===== config.mk =====
export PLATFORM = sky130hd
export DESIGN_NAME = one_wire_temperature_reader_flat
export DESIGN_NICKNAME = d
export VERILOG_FILES = /design/src/rtl/owr_pkg.sv /design/src/rtl/owr_req_if.sv /design/src/rtl/owr_rsp_if.sv /design/src/rtl/one_wire_temperature_reader.sv /design/src/rtl/owr_csr.sv /design/src/rtl/owr_seq.sv /design/src/rtl/owr_rsp_reg.sv /design/src/flat_wrapper.sv
export SDC_FILE = /design/constraint.sdc
export NUM_CORES = 1
export LEC_CHECK = 0
export BUFFER_PORTS_ARGS = -buffer_cell sky130_fd_sc_hd__buf_2
export CORE_MARGIN = 5
export CORE_UTILIZATION = 30
export CTS_CLUSTER_SIZE = 30
export DETAILED_ROUTE_END_ITERATION = 6
export PLACE_DENSITY_LB_ADDON = 0.25
export SLEW_MARGIN = 10
export SYNTH_ARGS = -nofsm -noshare
export SYNTH_HDL_FRONTEND = slang
export SYNTH_SLANG_ARGS = --single-unit

===== constraint.sdc =====
create_clock -name clock -period 4.3 [get_ports clock]
set_input_delay 0.43 -clock clock [delete_from_list [all_inputs] [get_ports clock]]
set_output_delay 0.43 -clock clock [all_outputs]
set_load 0.03 [all_outputs]

===== src/rtl/owr_pkg.sv =====
// ----------------------------------------------------------------------------
// owr_pkg: shared types and constants of the 1-Wire temperature reader
// Sequence steps, configuration record, result record and command bytes.
// ----------------------------------------------------------------------------
package owr_pkg;

   localparam int unsigned CSR_INDEX_W = 3;
   localparam int unsigned CSR_DATA_W  = 21;
   localparam int unsigned TICK_W      = 21;
   localparam int unsigned STAGE_W     = 4;

   localparam logic [TICK_W-1:0] READ_REST_TICKS = TICK_W'(45);

   // Register indexes of the configuration port
   localparam logic [CSR_INDEX_W-1:0] CSR_RESET_LOW     = 3'd0;
   localparam logic [CSR_INDEX_W-1:0] CSR_PRESENCE_WAIT = 3'd1;
   localparam logic [CSR_INDEX_W-1:0] CSR_RESET_RECOVER = 3'd2;
   localparam logic [CSR_INDEX_W-1:0] CSR_SLOT_START    = 3'd3;
   localparam logic [CSR_INDEX_W-1:0] CSR_WRITE_HOLD    = 3'd4;
   localparam logic [CSR_INDEX_W-1:0] CSR_SLOT_RECOVER  = 3'd5;
   localparam logic [CSR_INDEX_W-1:0] CSR_READ_SAMPLE   = 3'd6;
   localparam logic [CSR_INDEX_W-1:0] CSR_CONV_WAIT     = 3'd7;

   // Sequence stages
   localparam logic [STAGE_W-1:0] STG_RESET_A   = 4'd0;
   localparam logic [STAGE_W-1:0] STG_SKIP_A    = 4'd1;
   localparam logic [STAGE_W-1:0] STG_CONVERT   = 4'd2;
   localparam logic [STAGE_W-1:0] STG_CONV_WAIT = 4'd3;
   localparam logic [STAGE_W-1:0] STG_RESET_B   = 4'd4;
   localparam logic [STAGE_W-1:0] STG_SKIP_B    = 4'd5;
   localparam logic [STAGE_W-1:0] STG_READ_PAD  = 4'd6;
   localparam logic [STAGE_W-1:0] STG_READ_LOW  = 4'd7;
   localparam logic [STAGE_W-1:0] STG_READ_HIGH = 4'd8;

   localparam logic [7:0] CMD_SKIP_ROM = 8'hCC;
   localparam logic [7:0] CMD_CONVERT  = 8'h44;
   localparam logic [7:0] CMD_READ_PAD = 8'hBE;

   typedef enum logic [3:0] {
      STEP_IDLE       = 4'd0,
      STEP_RST_LOW    = 4'd1,
      STEP_RST_HIGH   = 4'd2,
      STEP_RST_SAMPLE = 4'd3,
      STEP_RST_REC    = 4'd4,
      STEP_W_LOW      = 4'd5,
      STEP_W_HOLD     = 4'd6,
      STEP_W_REC      = 4'd7,
      STEP_R_LOW      = 4'd8,
      STEP_R_HIGH     = 4'd9,
      STEP_R_SAMPLE   = 4'd10,
      STEP_R_REST     = 4'd11,
      STEP_R_REC      = 4'd12,
      STEP_CONV       = 4'd13,
      STEP_DONE       = 4'd14
   } step_type;

   typedef struct packed {
      logic [9:0]  reset_low_ticks;
      logic [7:0]  presence_wait_ticks;
      logic [9:0]  reset_recovery_ticks;
      logic [5:0]  slot_start_ticks;
      logic [7:0]  write_hold_ticks;
      logic [5:0]  slot_recovery_ticks;
      logic [5:0]  read_sample_ticks;
      logic [20:0] conversion_wait_ticks;
   } cfg_type;

   typedef struct packed {
      logic        drive_enable;
      logic        drive_level;
      logic        busy_res;
      logic        presence_fail;
      logic        done_res;
      logic [15:0] temperature;
   } rsp_type;

   // Command byte sent in each write stage
   function automatic logic [7:0] stage_cmd(input logic [STAGE_W-1:0] stage);
      logic [7:0] cmd;
      case (stage)
         STG_SKIP_A, STG_SKIP_B: cmd = CMD_SKIP_ROM;
         STG_CONVERT:            cmd = CMD_CONVERT;
         STG_READ_PAD:           cmd = CMD_READ_PAD;
         default:                cmd = 8'h00;
      endcase
      return cmd;
   endfunction

endpackage


===== src/rtl/owr_req_if.sv =====
// ----------------------------------------------------------------------------
// owr_req_if: tick channel into the reader
// Valid/ready handshake carrying the start request and sampled line level.
// ----------------------------------------------------------------------------
interface owr_req_if;
   logic valid;
   logic ready;
   logic start_req;
   logic line_level;

   modport source (output valid, output start_req, output line_level, input ready);
   modport sink   (input valid, input start_req, input line_level, output ready);
endinterface


===== src/rtl/owr_rsp_if.sv =====
// ----------------------------------------------------------------------------
// owr_rsp_if: result channel out of the reader
// Valid/ready handshake carrying the line drive and status of one tick.
// ----------------------------------------------------------------------------
interface owr_rsp_if;
   logic        valid;
   logic        ready;
   logic        drive_enable;
   logic        drive_level;
   logic        busy_res;
   logic        presence_fail;
   logic        done_res;
   logic [15:0] temperature;

   modport source (output valid, output drive_enable, output drive_level, output busy_res,
                   output presence_fail, output done_res, output temperature, input ready);
   modport sink   (input valid, input drive_enable, input drive_level, input busy_res,
                   input presence_fail, input done_res, input temperature, output ready);
endinterface


===== src/rtl/one_wire_temperature_reader.sv =====
// ----------------------------------------------------------------------------
// one_wire_temperature_reader: 1-Wire master for one temperature read
// Each result item is registered and appears in the cycle after its tick item is accepted.
// Throughput: one tick item per cycle unless a waiting result is held back, set by the single sequencer state update.
// The result register lets a new tick in while the previous result is taken.
// Reset (synchronous, active high) returns the sequencer to idle, clears the
// result register and loads the default timing registers.
// ----------------------------------------------------------------------------
module one_wire_temperature_reader (
   input  logic                             clock,
   input  logic                             reset,
   owr_req_if.sink                          req_chan,
   owr_rsp_if.source                        rsp_chan,
   input  logic                             csr_write_enable,
   input  logic [owr_pkg::CSR_INDEX_W-1:0]  csr_index,
   input  logic [owr_pkg::CSR_DATA_W-1:0]   csr_write_data
);

   // Each item on the request channel is one tick of the bus waveform. The
   // sequencer advances on every accepted item and produces exactly one
   // result item, which describes how the line is driven during that tick.

   owr_pkg::cfg_type  cfg;
   owr_pkg::rsp_type  tick_rsp;
   logic              rsp_space;
   logic              tick_fire;

   // A tick is taken whenever the result register is empty or is being
   // emptied in the same cycle.
   assign req_chan.ready = rsp_space;
   assign tick_fire      = req_chan.valid && rsp_space;

   owr_csr u_csr (
      .clock            (clock),
      .reset            (reset),
      .csr_write_enable (csr_write_enable),
      .csr_index        (csr_index),
      .csr_write_data   (csr_write_data),
      .cfg              (cfg)
   );

   // The sequencer works out the line drive and status of the tick and
   // its next state in one pass of combinational logic.
   owr_seq u_seq (
      .clock      (clock),
      .reset      (reset),
      .tick_fire  (tick_fire),
      .start_req  (req_chan.start_req),
      .line_level (req_chan.line_level),
      .cfg        (cfg),
      .rsp        (tick_rsp)
   );

   owr_rsp_reg u_rsp_reg (
      .clock     (clock),
      .reset     (reset),
      .load      (tick_fire),
      .load_data (tick_rsp),
      .space     (rsp_space),
      .rsp_chan  (rsp_chan)
   );

endmodule


===== src/rtl/owr_csr.sv =====
// ----------------------------------------------------------------------------
// owr_csr: timing registers
// Holds the eight tick counts written through the plain write port.
// ----------------------------------------------------------------------------
module owr_csr (
   input  logic                             clock,
   input  logic                             reset,
   input  logic                             csr_write_enable,
   input  logic [owr_pkg::CSR_INDEX_W-1:0]  csr_index,
   input  logic [owr_pkg::CSR_DATA_W-1:0]   csr_write_data,
   output owr_pkg::cfg_type                 cfg
);

   owr_pkg::cfg_type cfg_ff, cfg_in;

   always_comb begin
      cfg_in = cfg_ff;
      if (csr_write_enable) begin
         case (csr_index)
            owr_pkg::CSR_RESET_LOW:     cfg_in.reset_low_ticks       = csr_write_data[9:0];
            owr_pkg::CSR_PRESENCE_WAIT: cfg_in.presence_wait_ticks   = csr_write_data[7:0];
            owr_pkg::CSR_RESET_RECOVER: cfg_in.reset_recovery_ticks  = csr_write_data[9:0];
            owr_pkg::CSR_SLOT_START:    cfg_in.slot_start_ticks      = csr_write_data[5:0];
            owr_pkg::CSR_WRITE_HOLD:    cfg_in.write_hold_ticks      = csr_write_data[7:0];
            owr_pkg::CSR_SLOT_RECOVER:  cfg_in.slot_recovery_ticks   = csr_write_data[5:0];
            owr_pkg::CSR_READ_SAMPLE:   cfg_in.read_sample_ticks     = csr_write_data[5:0];
            owr_pkg::CSR_CONV_WAIT:     cfg_in.conversion_wait_ticks = csr_write_data[20:0];
            default: cfg_in = cfg_ff;
         endcase
      end
   end

   always_ff @(posedge clock) begin
      if (reset) begin
         cfg_ff.reset_low_ticks       <= 10'd500;
         cfg_ff.presence_wait_ticks   <= 8'd55;
         cfg_ff.reset_recovery_ticks  <= 10'd400;
         cfg_ff.slot_start_ticks      <= 6'd6;
         cfg_ff.write_hold_ticks      <= 8'd50;
         cfg_ff.slot_recovery_ticks   <= 6'd10;
         cfg_ff.read_sample_ticks     <= 6'd8;
         cfg_ff.conversion_wait_ticks <= 21'd1200000;
      end else begin
         cfg_ff <= cfg_in;
      end
   end

   assign cfg = cfg_ff;

endmodule


===== src/rtl/owr_seq.sv =====
// ----------------------------------------------------------------------------
// owr_seq: bus sequencer
// Steps through reset, write and read slots one tick per accepted item.
// ----------------------------------------------------------------------------
module owr_seq (
   input  logic              clock,
   input  logic              reset,
   input  logic              tick_fire,
   input  logic              start_req,
   input  logic              line_level,
   input  owr_pkg::cfg_type  cfg,
   output owr_pkg::rsp_type  rsp
);

   owr_pkg::step_type                step_ff, step_in;
   logic [owr_pkg::TICK_W-1:0]       tick_ff, tick_in;
   logic [2:0]                       bit_ff, bit_in;
   logic [7:0]                       shift_ff, shift_in;
   logic [7:0]                       low_ff, low_in;
   logic [15:0]                      temp_ff, temp_in;
   logic [owr_pkg::STAGE_W-1:0]      stage_ff, stage_in;
   logic                             pfail_ff, pfail_in;

   logic [owr_pkg::TICK_W-1:0]       dur, limit;
   logic                             en, lvl, busy, pf, done;
   logic                             enter;
   logic [owr_pkg::STAGE_W-1:0]      enter_stage;

   always_comb begin
      step_in     = step_ff;
      tick_in     = tick_ff;
      bit_in      = bit_ff;
      shift_in    = shift_ff;
      low_in      = low_ff;
      temp_in     = temp_ff;
      stage_in    = stage_ff;
      pfail_in    = pfail_ff;
      en          = 1'b0;
      lvl         = 1'b0;
      busy        = 1'b1;
      pf          = 1'b0;
      done        = 1'b0;
      dur         = owr_pkg::TICK_W'(1);
      enter       = 1'b0;
      enter_stage = stage_ff + owr_pkg::STAGE_W'(1);

      // Line drive and phase length of the current step
      case (step_ff)
         owr_pkg::STEP_RST_LOW: begin
            en = 1'b1; dur = owr_pkg::TICK_W'(cfg.reset_low_ticks);
         end
         owr_pkg::STEP_RST_HIGH: begin
            en = 1'b1; lvl = 1'b1; dur = owr_pkg::TICK_W'(cfg.presence_wait_ticks);
         end
         owr_pkg::STEP_RST_SAMPLE: begin
            pfail_in = line_level;
            pf       = line_level;
         end
         owr_pkg::STEP_RST_REC: begin
            en = 1'b1; lvl = 1'b1; dur = owr_pkg::TICK_W'(cfg.reset_recovery_ticks);
         end
         owr_pkg::STEP_W_LOW: begin
            en = 1'b1; dur = owr_pkg::TICK_W'(cfg.slot_start_ticks);
         end
         owr_pkg::STEP_W_HOLD: begin
            en = 1'b1; lvl = shift_ff[0]; dur = owr_pkg::TICK_W'(cfg.write_hold_ticks);
         end
         owr_pkg::STEP_W_REC: begin
            en = 1'b1; lvl = 1'b1; dur = owr_pkg::TICK_W'(cfg.slot_recovery_ticks);
         end
         owr_pkg::STEP_R_LOW: begin
            en = 1'b1; dur = owr_pkg::TICK_W'(cfg.slot_start_ticks);
         end
         owr_pkg::STEP_R_HIGH: begin
            en = 1'b1; lvl = 1'b1; dur = owr_pkg::TICK_W'(cfg.read_sample_ticks);
         end
         owr_pkg::STEP_R_SAMPLE: begin
            shift_in = {line_level, shift_ff[7:1]};
         end
         owr_pkg::STEP_R_REST: begin
            dur = owr_pkg::READ_REST_TICKS;
         end
         owr_pkg::STEP_R_REC: begin
            en = 1'b1; lvl = 1'b1; dur = owr_pkg::TICK_W'(cfg.slot_recovery_ticks);
         end
         owr_pkg::STEP_CONV: begin
            en = 1'b1; lvl = 1'b1; dur = cfg.conversion_wait_ticks;
         end
         owr_pkg::STEP_DONE: begin
            busy = 1'b0; done = 1'b1;
         end
         default: begin
            busy = 1'b0;
         end
      endcase

      // A zero length is taken as one tick
      limit = (dur == '0) ? owr_pkg::TICK_W'(1) : dur;

      if (step_ff == owr_pkg::STEP_DONE) begin
         stage_in = owr_pkg::STG_RESET_A;
         step_in  = owr_pkg::STEP_IDLE;
         tick_in  = '0;
      end else if (step_ff == owr_pkg::STEP_IDLE) begin
         tick_in = '0;
         if (start_req) begin
            pfail_in    = 1'b0;
            enter       = 1'b1;
            enter_stage = owr_pkg::STG_RESET_A;
         end
      end else begin
         tick_in = tick_ff + owr_pkg::TICK_W'(1);
         if (tick_in >= limit) begin
            tick_in = '0;
            case (step_ff)
               owr_pkg::STEP_RST_LOW:    step_in = owr_pkg::STEP_RST_HIGH;
               owr_pkg::STEP_RST_HIGH:   step_in = owr_pkg::STEP_RST_SAMPLE;
               owr_pkg::STEP_RST_SAMPLE: step_in = owr_pkg::STEP_RST_REC;
               owr_pkg::STEP_RST_REC: begin
                  // No answer from the sensor: run the reset pulse again
                  if (pfail_ff) step_in = owr_pkg::STEP_RST_LOW;
                  else          enter   = 1'b1;
               end
               owr_pkg::STEP_W_LOW: step_in = owr_pkg::STEP_W_HOLD;
               owr_pkg::STEP_W_HOLD: begin
                  shift_in = {1'b0, shift_ff[7:1]};
                  step_in  = owr_pkg::STEP_W_REC;
               end
               owr_pkg::STEP_W_REC: begin
                  if (bit_ff == 3'd7) begin
                     enter = 1'b1;
                  end else begin
                     bit_in  = bit_ff + 3'd1;
                     step_in = owr_pkg::STEP_W_LOW;
                  end
               end
               owr_pkg::STEP_R_LOW:    step_in = owr_pkg::STEP_R_HIGH;
               owr_pkg::STEP_R_HIGH:   step_in = owr_pkg::STEP_R_SAMPLE;
               owr_pkg::STEP_R_SAMPLE: step_in = owr_pkg::STEP_R_REST;
               owr_pkg::STEP_R_REST:   step_in = owr_pkg::STEP_R_REC;
               owr_pkg::STEP_R_REC: begin
                  if (bit_ff != 3'd7) begin
                     bit_in  = bit_ff + 3'd1;
                     step_in = owr_pkg::STEP_R_LOW;
                  end else if (stage_ff == owr_pkg::STG_READ_LOW) begin
                     low_in      = shift_ff;
                     enter       = 1'b1;
                     enter_stage = owr_pkg::STG_READ_HIGH;
                  end else begin
                     temp_in = {shift_ff, low_ff};
                     bit_in  = 3'd0;
                     step_in = owr_pkg::STEP_DONE;
                  end
               end
               owr_pkg::STEP_CONV: begin
                  enter       = 1'b1;
                  enter_stage = owr_pkg::STG_RESET_B;
               end
               default: begin
                  stage_in = owr_pkg::STG_RESET_A;
                  step_in  = owr_pkg::STEP_IDLE;
               end
            endcase
         end
      end

      // Opening of a new stage of the sequence
      if (enter) begin
         stage_in = enter_stage;
         bit_in   = 3'd0;
         tick_in  = '0;
         case (enter_stage)
            owr_pkg::STG_RESET_A, owr_pkg::STG_RESET_B: begin
               step_in = owr_pkg::STEP_RST_LOW;
            end
            owr_pkg::STG_SKIP_A, owr_pkg::STG_CONVERT,
            owr_pkg::STG_SKIP_B, owr_pkg::STG_READ_PAD: begin
               shift_in = owr_pkg::stage_cmd(enter_stage);
               step_in  = owr_pkg::STEP_W_LOW;
            end
            owr_pkg::STG_CONV_WAIT: begin
               step_in = owr_pkg::STEP_CONV;
            end
            owr_pkg::STG_READ_LOW, owr_pkg::STG_READ_HIGH: begin
               shift_in = 8'h00;
               step_in  = owr_pkg::STEP_R_LOW;
            end
            default: begin
               stage_in = owr_pkg::STG_RESET_A;
               step_in  = owr_pkg::STEP_IDLE;
            end
         endcase
      end

      rsp.drive_enable  = en;
      rsp.drive_level   = en & lvl;
      rsp.busy_res      = busy;
      rsp.presence_fail = pf;
      rsp.done_res      = done;
      rsp.temperature   = temp_in;
   end

   always_ff @(posedge clock) begin
      if (reset) begin
         step_ff  <= owr_pkg::STEP_IDLE;
         tick_ff  <= '0;
         bit_ff   <= '0;
         shift_ff <= '0;
         low_ff   <= '0;
         temp_ff  <= '0;
         stage_ff <= owr_pkg::STG_RESET_A;
         pfail_ff <= 1'b0;
      end else if (tick_fire) begin
         step_ff  <= step_in;
         tick_ff  <= tick_in;
         bit_ff   <= bit_in;
         shift_ff <= shift_in;
         low_ff   <= low_in;
         temp_ff  <= temp_in;
         stage_ff <= stage_in;
         pfail_ff <= pfail_in;
      end
   end

endmodule


===== src/rtl/owr_rsp_reg.sv =====
// ----------------------------------------------------------------------------
// owr_rsp_reg: result register
// Holds one result item until the sink takes it; frees itself on the same edge.
// ----------------------------------------------------------------------------
module owr_rsp_reg (
   input  logic              clock,
   input  logic              reset,
   input  logic              load,
   input  owr_pkg::rsp_type  load_data,
   output logic              space,
   owr_rsp_if.source         rsp_chan
);

   logic              valid_ff, valid_in;
   owr_pkg::rsp_type  data_ff;

   assign space    = !valid_ff || rsp_chan.ready;
   assign valid_in = load || (valid_ff && !rsp_chan.ready);

   always_ff @(posedge clock) begin
      if (reset) begin
         valid_ff <= 1'b0;
      end else begin
         valid_ff <= valid_in;
      end
   end

   always_ff @(posedge clock) begin
      if (load) begin
         data_ff <= load_data;
      end
   end

   assign rsp_chan.valid         = valid_ff;
   assign rsp_chan.drive_enable  = data_ff.drive_enable;
   assign rsp_chan.drive_level   = data_ff.drive_level;
   assign rsp_chan.busy_res      = data_ff.busy_res;
   assign rsp_chan.presence_fail = data_ff.presence_fail;
   assign rsp_chan.done_res      = data_ff.done_res;
   assign rsp_chan.temperature   = data_ff.temperature;

endmodule


===== src/flat_wrapper.sv =====
// flat-port wrapper written by rule: the top's interface ports become plain ports
module one_wire_temperature_reader_flat 
  (clock, reset, csr_write_enable, csr_index, csr_write_data, req_chan_valid, req_chan_start_req, req_chan_line_level, req_chan_ready, rsp_chan_valid, rsp_chan_drive_enable, rsp_chan_drive_level, rsp_chan_busy_res, rsp_chan_presence_fail, rsp_chan_done_res, rsp_chan_temperature, rsp_chan_ready);
  owr_req_if req_chan_i ();
  owr_rsp_if rsp_chan_i ();
  input  logic clock;
  input  logic reset;
  input  logic csr_write_enable;
  input  logic [owr_pkg::CSR_INDEX_W-1:0] csr_index;
  input  logic [owr_pkg::CSR_DATA_W-1:0] csr_write_data;
  input wire logic [$bits(req_chan_i.valid)-1:0] req_chan_valid;
  input wire logic [$bits(req_chan_i.start_req)-1:0] req_chan_start_req;
  input wire logic [$bits(req_chan_i.line_level)-1:0] req_chan_line_level;
  output wire logic [$bits(req_chan_i.ready)-1:0] req_chan_ready;
  output wire logic [$bits(rsp_chan_i.valid)-1:0] rsp_chan_valid;
  output wire logic [$bits(rsp_chan_i.drive_enable)-1:0] rsp_chan_drive_enable;
  output wire logic [$bits(rsp_chan_i.drive_level)-1:0] rsp_chan_drive_level;
  output wire logic [$bits(rsp_chan_i.busy_res)-1:0] rsp_chan_busy_res;
  output wire logic [$bits(rsp_chan_i.presence_fail)-1:0] rsp_chan_presence_fail;
  output wire logic [$bits(rsp_chan_i.done_res)-1:0] rsp_chan_done_res;
  output wire logic [$bits(rsp_chan_i.temperature)-1:0] rsp_chan_temperature;
  input wire logic [$bits(rsp_chan_i.ready)-1:0] rsp_chan_ready;
  assign req_chan_i.valid = req_chan_valid;
  assign req_chan_i.start_req = req_chan_start_req;
  assign req_chan_i.line_level = req_chan_line_level;
  assign req_chan_ready = req_chan_i.ready;
  assign rsp_chan_valid = rsp_chan_i.valid;
  assign rsp_chan_drive_enable = rsp_chan_i.drive_enable;
  assign rsp_chan_drive_level = rsp_chan_i.drive_level;
  assign rsp_chan_busy_res = rsp_chan_i.busy_res;
  assign rsp_chan_presence_fail = rsp_chan_i.presence_fail;
  assign rsp_chan_done_res = rsp_chan_i.done_res;
  assign rsp_chan_temperature = rsp_chan_i.temperature;
  assign rsp_chan_i.ready = rsp_chan_ready;
  one_wire_temperature_reader u_core (.clock(clock), .reset(reset), .req_chan(req_chan_i), .rsp_chan(rsp_chan_i), .csr_write_enable(csr_write_enable), .csr_index(csr_index), .csr_write_data(csr_write_data));
endmodule

== After elaboration in Yosys (flattened, before gate mapping) ==
Cells that the tools add are included.

* Register bits: 162
* Latch bits: 0
* Memory bits (writable): 0
* Memory bits (read-only): 0
* Input bits: 31
* Output and inout bits: 23
* Logic and storage cells: 176
* Memories: 0

* $add $sub $neg: 3
* Multiply operators: 0
* Div/mod/pow operators: 0
* Magnitude comparators: 1
* Equality and inequality tests: 42
* Shifts and indexed selects: 0
* Muxes and demuxes: 68
* Bitwise gates (word level): 4
* Reduce and logical (&&, ||, !) cells: 35

{| class="wikitable"
|+ Operators with widths
! operator !! count
|-
| one-hot mux 21 bit (9 select lines) || 1
|-
| two-way mux 21 bit || 5
|-
| two-way mux 16 bit || 6
|-
| two-way mux 4 bit || 20
|-
| one-hot mux 4 bit (13 select lines) || 1
|-
| two-way mux 8 bit || 6
|-
| equality test 4 x 3 -> 1 bit (second input constant) || 9
|-
| equality test 4 bit (second input constant) || 8
|-
| one-hot mux 8 bit (3 select lines) || 1
|-
| adder 21 x 1 -> 21 bit (second input constant) || 1
|-
| greater-or-equal comparator 21 bit || 1
|-
| zero test 21 bit || 1
|-
| two-way mux 3 bit || 7
|-
| AND reduction 7 bit || 3
|-
| equality test 4 x 2 -> 1 bit (second input constant) || 4
|-
| one-hot mux 4 bit (4 select lines) || 1
|-
| one-hot mux 8 bit (2 select lines) || 1
|-
| AND reduction 2 bit || 8
|-
| equality test 3 bit (second input constant) || 5
|-
| two-way mux 1 bit || 15
|-
| OR reduction 13 bit || 1
|-
| != test 3 bit (second input constant) || 4
|-
| != test 4 bit (second input constant) || 3
|-
| OR reduction 10 bit || 1
|-
| 26 further kinds || 40
|}

== Logic depth before layout (Yosys ltp) ==
* Word-level depth: 14
* Gate-level depth with buffers: 22
* Depth with buffers taken out: 19

== By module ==
Synthesis repeated with hierarchy kept, for this count alone.

* Cell total of the unflattened synthesis: 940
* Area total of the unflattened synthesis: 8,732.1 um2

{| class="wikitable"
|+ By module, submodules not included
! module !! times used !! cells each !! area each (um2) !! sequential area each (um2)
|-
| owr_seq || 1 || 624 || 5,017.3 || 1,301.2
|-
| owr_csr || 1 || 290 || 3,031.7 || 1,501.4
|-
| owr_rsp_reg || 1 || 25 || 676.9 || 650.6
|-
| one_wire_temperature_reader || 1 || 1 || 6.3 || 0.0
|}

== Worst setup path before layout ==
No wires, ideal clock.

* Kind: reg-to-reg
* From: register u_core.u_seq.step_ff[0]
* To: register u_core.u_seq.shift_ff[7]
* Library setup time: 0.122 ns
* Arrival: 3.905 ns
* Data required time: 4.178 ns
* Path slack: 0.273 ns
* Cell stages (with the launch flop): 21
* Path buffers: 2
* Period minus slack after synthesis: 4.027 ns
* Cells stage by stage: dfxtp_1 > buf_4 > buf_2 > clkinv_1 > nand2_1 > nor3_1 > a221oi_1 > nand2_1 > a221oi_1 > nand4_1 > o31ai_1 > ha_1 > nor2b_1 > o21ai_0 > a31oi_1 > o22a_2 > a31o_2 > a21oi_2 > o41ai_4 > nor4_1 > a311o_1

* Longest elaborated chain between the ends: 14
* Elaborated cells between the ends (all ways): 45
* Classes of those cells: 1 x order compare; 19 x eq/ne; 18 x mux; 7 x reduce/logical

{| class="wikitable"
|+ Ends and longest elaborated chain
! item !! line !! text
|-
| start: declaration || owr_seq.sv:15 || <nowiki>owr_pkg::step_type step_ff, step_in;</nowiki>
|-
| start signal: assignment || owr_seq.sv:205 || <nowiki>step_ff <= owr_pkg::STEP_IDLE;</nowiki>
|-
| start signal: assignment || owr_seq.sv:214 || <nowiki>step_ff <= step_in;</nowiki>
|-
| equality test 4 bit (tied with other cells) || owr_seq.sv:48, owr_seq.sv:115 ||
|-
| OR reduction 2 bit (no line) || n/a ||
|-
| one-hot mux 21 bit (9 select lines) || owr_seq.sv:48 || <nowiki>case (step_ff)</nowiki>
|-
| zero test 21 bit || owr_seq.sv:98 || <nowiki>limit = (dur == '0) ? owr_pkg::TICK_W'(1) : dur;</nowiki>
|-
| two-way mux 21 bit || owr_seq.sv:98 ||
|-
| greater-or-equal comparator 21 bit || owr_seq.sv:113 || <nowiki>if (tick_in >= limit) begin</nowiki>
|-
| two-way mux 4 bit || owr_seq.sv:113 ||
|-
| two-way mux 4 bit || owr_seq.sv:104 || <nowiki>end else if (step_ff == owr_pkg::STEP_IDLE) begin</nowiki>
|-
| two-way mux 4 bit || owr_seq.sv:100 || <nowiki>if (step_ff == owr_pkg::STEP_DONE) begin</nowiki>
|-
| equality test 4 x 1 -> 1 bit or equality test 4 x 3 -> 1 bit (tied branches) || owr_pkg.sv:80, owr_seq.sv:172 ||
|-
| OR reduction 2 bit || owr_pkg.sv:80 || <nowiki>case (stage)</nowiki>
|-
| one-hot mux 8 bit (3 select lines) || owr_pkg.sv:80 ||
|-
| one-hot mux 8 bit (2 select lines) || owr_seq.sv:172 || <nowiki>case (enter_stage)</nowiki>
|-
| two-way mux 8 bit * || owr_seq.sv:168 || <nowiki>if (enter) begin</nowiki>
|-
| end signal: assignment || owr_seq.sv:217 || <nowiki>shift_ff <= shift_in;</nowiki>
|-
| end: declaration || owr_seq.sv:18 || <nowiki>logic [7:0] shift_ff, shift_in;</nowiki>
|}

Every way passes the cells marked *; elsewhere a longest branch is shown, timed or not.
A chain may end at the register's enable or synchronous reset.

== Worst setup path after layout ==
* From: register u_core.u_seq.tick_ff[4] (netlist bit)
* To: register u_core.u_seq.step_ff[2]

* Longest elaborated chain between the ends: 9
* Elaborated cells between the ends (all ways): 29
* Classes of those cells: 1 x add/sub; 1 x order compare; 13 x eq/ne; 8 x mux; 6 x reduce/logical

{| class="wikitable"
|+ Ends and longest elaborated chain
! item !! line !! text
|-
| start: declaration || owr_seq.sv:16 || <nowiki>logic [owr_pkg::TICK_W-1:0] tick_ff, tick_in;</nowiki>
|-
| start signal: assignment || owr_seq.sv:215 || <nowiki>tick_ff <= tick_in;</nowiki>
|-
| adder 21 x 1 -> 21 bit * || owr_seq.sv:112 || <nowiki>tick_in = tick_ff + owr_pkg::TICK_W'(1);</nowiki>
|-
| greater-or-equal comparator 21 bit * || owr_seq.sv:113 ||
|-
| two-way mux 4 bit || owr_seq.sv:113 ||
|-
| two-way mux 4 bit || owr_seq.sv:104 ||
|-
| two-way mux 4 bit || owr_seq.sv:100 ||
|-
| equality test 4 x 3 -> 1 bit (tied with other cells) || owr_seq.sv:172 ||
|-
| OR reduction 4 bit (tied with other cells) || owr_seq.sv:172 ||
|-
| one-hot mux 4 bit (4 select lines) || owr_seq.sv:172 ||
|-
| two-way mux 4 bit || owr_seq.sv:168 ||
|}

Marked as above.

==> reports/qor.txt <==
Clk slew on worst S/H paths: 0.07 ns
Worst Hold Margin: 0.200 ns
Core Area: 27000 sq um
Async S/R FF share, synth: 0%
DRC: 0
Setup slack, reg-to-reg: 0.19 ns
Cell area after layout: 9990 sq um
Max incr delay on CP: 0.39 ns
Setup violators final: 0
Endpoints failing hold: 0
Mapped Area: 8210 sq um
Clock tree buffer depth: 2
CP arrival: 4.47 ns
Layout cells sized above 1: 23.4%
Fin crit share: 95.6%
Post-route total power: 5.30 mW
Placed insts: 1344
Synth Register Bits: 162
DR vias: 7074
Die area: 30800 sq um
Worst Path Max Fanout: 6
Pre-Repair DR Iteration Count: 5
Vias per cell: 5.12
Worst hold path depth: 3
Syn Inst Count: 947
Relative slew margins: 25.5%
Status: finished, final reports clean
Top FF cell, synth: dfxtp_1
Mapped Nets: 1003
Die width: 175 um
Fin Clk Skew: 0.00886 ns
Post-synth EDFFs: 21
Crit path capture type: flip-flop
Worst Hold Class: in2reg
Number of global-route vias before repair: 6841
H-tree levels: 4
Hold Crit Start: csr_write_data[17]
Area grow syn2layout: 21.7%
Actual slew at the worst max-slew pin: 1.11 ns
Total routed wirelength: 23200 um
HPWL after detailed placement: 16000 um
CTS Sinks: 162
WHS Endpoint: u_core.u_csr.cfg[17]$_SDFFE_PP1P_
Hold_buf cts: 0
Max-cap violations: 0
Die Height: 175 um
Power per cell area: 531 nW/um^2
Cell variety after synth: 87
Placer congestion estimate: 0.850
Worst path most repeated cell: and3_4
Crit path launch type: flip-flop
R2r worst-path depth: 18
FMAX: 243 MHz
Post-route ant nets: 0
Port bufs: 53
CP max-delay cell: a221o_2
Most frequent cells in the layout: nand2_1 (192), dfxtp_1 (132), a21oi_1 (83)
Critical path class: reg2reg
Commonest non-fill, non-tap cell in the layout: nand2_1
Final setup TNS: 0 ns
Final Max Tran Viols: 0
Crit-path cells: and3_4, nand3_1, nor3_2, and3_1, and3_4, nand3_1, xnor2_1, ha_1, nand4_4, nor2_4, nand4_1, o22a_2, buf_4, and3_4, a221o_2, nor3_4, nand4_1, a31oi_1
Initial antenna violation count: 0
Maximum VDD drop: 0.219 mV
Critical R2R Launch: u_core.u_seq.tick_ff[4]$_SDFFE_PP0P_
CTS Buf Count: 17
Tmin final: 4.11 ns
Drt wl/cell: 16.8 um
Nets: 1084
Num rows: 60
Critical Path RT: 4.66 ns
Total of warnings raised by yosys: 0
CP bufs+invs: 1
Top delay family on crit path: simple AND/OR/NAND/NOR gates
Reg-to-reg endpoint: u_core.u_seq.step_ff[2]$_SDFFE_PP0P_
CTS tree: yes
Clk Latency, worst-skew pair: 0.44 ns
Mean Syn Cell Area: 8.67 sq um
Register area share after synthesis: 42.1%
IO Count: 54
Clk Tree Root Cell: clkbuf_16
Largest net degree at the start of global routing: 56
Crit path depth: 18
DRT iter0 DRCs: 536
Grt ovf: 0
Antenna cell count: 0
Initial Util: 30.5%
Leak Pwr: 3.90 nW
Post-Place Cell Area: 9170 sq um
Tot GR Track Use: 15.1%
First-pass GRT wire length: 37500 um
Post-Layout Cell Count: 1382
-- state kept, by name, indices dropped and copies added (netlist names), 3 cells and up --
name                                   cells
u_core.u_csr.cfg                          75
u_core.u_seq.tick_ff                      21
u_core.u_rsp_reg.rsp_chan.temperature     16
u_core.u_seq.temp_ff                      16
u_core.u_seq.low_ff                        8
u_core.u_seq.shift_ff                      8
u_core.u_seq.stage_ff                      4
u_core.u_seq.step_ff                       4
u_core.u_seq.bit_ff                        3
-- what timing repair did --
action,in CTS,in global routing
buffers inserted,0,5
gates resized for setup,0,41
endpoints found under the setup margin,0,62
-- worst max-delay path by stage --
stage | slack (ns) | start | end
floorplan | 0.27 | u_core.u_seq.step_ff[0]$_SDFFE_PP0P_ | u_core.u_seq.shift_ff[7]$_SDFFE_PP0P_
global placement | 0.05 | u_core.u_seq.step_ff[2]$_SDFFE_PP0P_ | u_core.u_seq.shift_ff[4]$_SDFFE_PP0P_
detailed placement | 0.06 | u_core.u_seq.step_ff[0]$_SDFFE_PP0P_ | u_core.u_seq.shift_ff[4]$_SDFFE_PP0P_
CTS | 0.03 | u_core.u_seq.step_ff[0]$_SDFFE_PP0P_ | u_core.u_seq.shift_ff[4]$_SDFFE_PP0P_
global route | -0.08 | u_core.u_seq.step_ff[0]$_SDFFE_PP0P_ | u_core.u_seq.shift_ff[2]$_SDFFE_PP0P_
finish | 0.19 | u_core.u_seq.tick_ff[4]$_SDFFE_PP0P_ | u_core.u_seq.step_ff[2]$_SDFFE_PP0P_
-- layer usage --
layer,vias to the layer above,wire length (um),global-route usage [%]
met5,-,0,0
met4,0,310,3.93
met3,26,1060,2.67
met2,183,10200,23.0
met1,3308,11600,22.0
li1,3557,-,-
-- where the power goes --
part / switching [mW] / leakage (nW) / internal, mW
Clock: 0.726 / 0.290 / 0.828
Sequential: 0.0780 / 1.36 / 1.61
Combinational: 1.19 / 2.26 / 0.871
-- cells by family (layout without fill, tap and decap cells) --
logic type               after synthesis  after routing  synth area share [%]
AND/OR/NAND/NOR                      395            395                  23.0
AO/OA/AOI/OAI                        213            213                  17.7
flip-flops                           162            162                  42.1
buffers and inverters                 69            163                  3.41
multiplexers                          61             61                  7.68
adder cells (fa/ha/maj)               25             25                  3.81
XOR/XNOR                              22             22                  2.35
-- Yosys cell counts, types with 5 or more instances --
library cell / count / area share [%]
ha_1: 25 / 3.8
mux2_2: 14 / 1.9
buf_2: 7 / 0.43
nand4_1: 10 / 0.76
nor3_1: 9 / 0.55
nand3b_1: 6 / 0.55
clkbuf_1: 44 / 2.0
a211oi_1: 7 / 0.64
nand3_1: 41 / 2.5
o21ai_0: 29 / 1.8
nor2_1: 70 / 3.2
a22oi_1: 16 / 1.5
inv_1: 7 / 0.32
a221oi_1: 9 / 0.96
buf_1: 5 / 0.23
xnor2_1: 11 / 1.2
a32oi_1: 7 / 0.75
xor2_1: 11 / 1.2
a21oi_1: 85 / 5.2
nor2b_1: 6 / 0.46
edfxtp_1: 21 / 7.7
mux2i_1: 45 / 5.5
or2_2: 5 / 0.38
and3_1: 15 / 1.1
nand2_1: 193 / 8.8
dfxtp_1: 141 / 34
nand2b_1: 7 / 0.53
-- tightest hold or removal path, stage by stage --
cell     delay (ns)
buf_2          0.07
nand2_1        0.04
nand3_1        0.06
-- per-stage QoR --
stage / util, % / worst slack, ns
CTS: 36.2 / 0.0304
floorplan: - / 0.273
detailed placement: 34.0 / 0.0585
global placement: 34.0 / 0.0476
global route: 37.1 / -0.0769
finish: 37.1 / 0.190
-- cell type report --
type / count / area [sq um]
fillers: 2722 / 17000
multi-input cells: 716 / 4630
flip-flops and latches: 162 / 3470
repair buffers: 122 / 845
well taps: 341 / 427
clock buffers: 17 / 425
clock inverters: 15 / 170
inverters: 9 / 33.8
(Power assumes the default switching activity.)
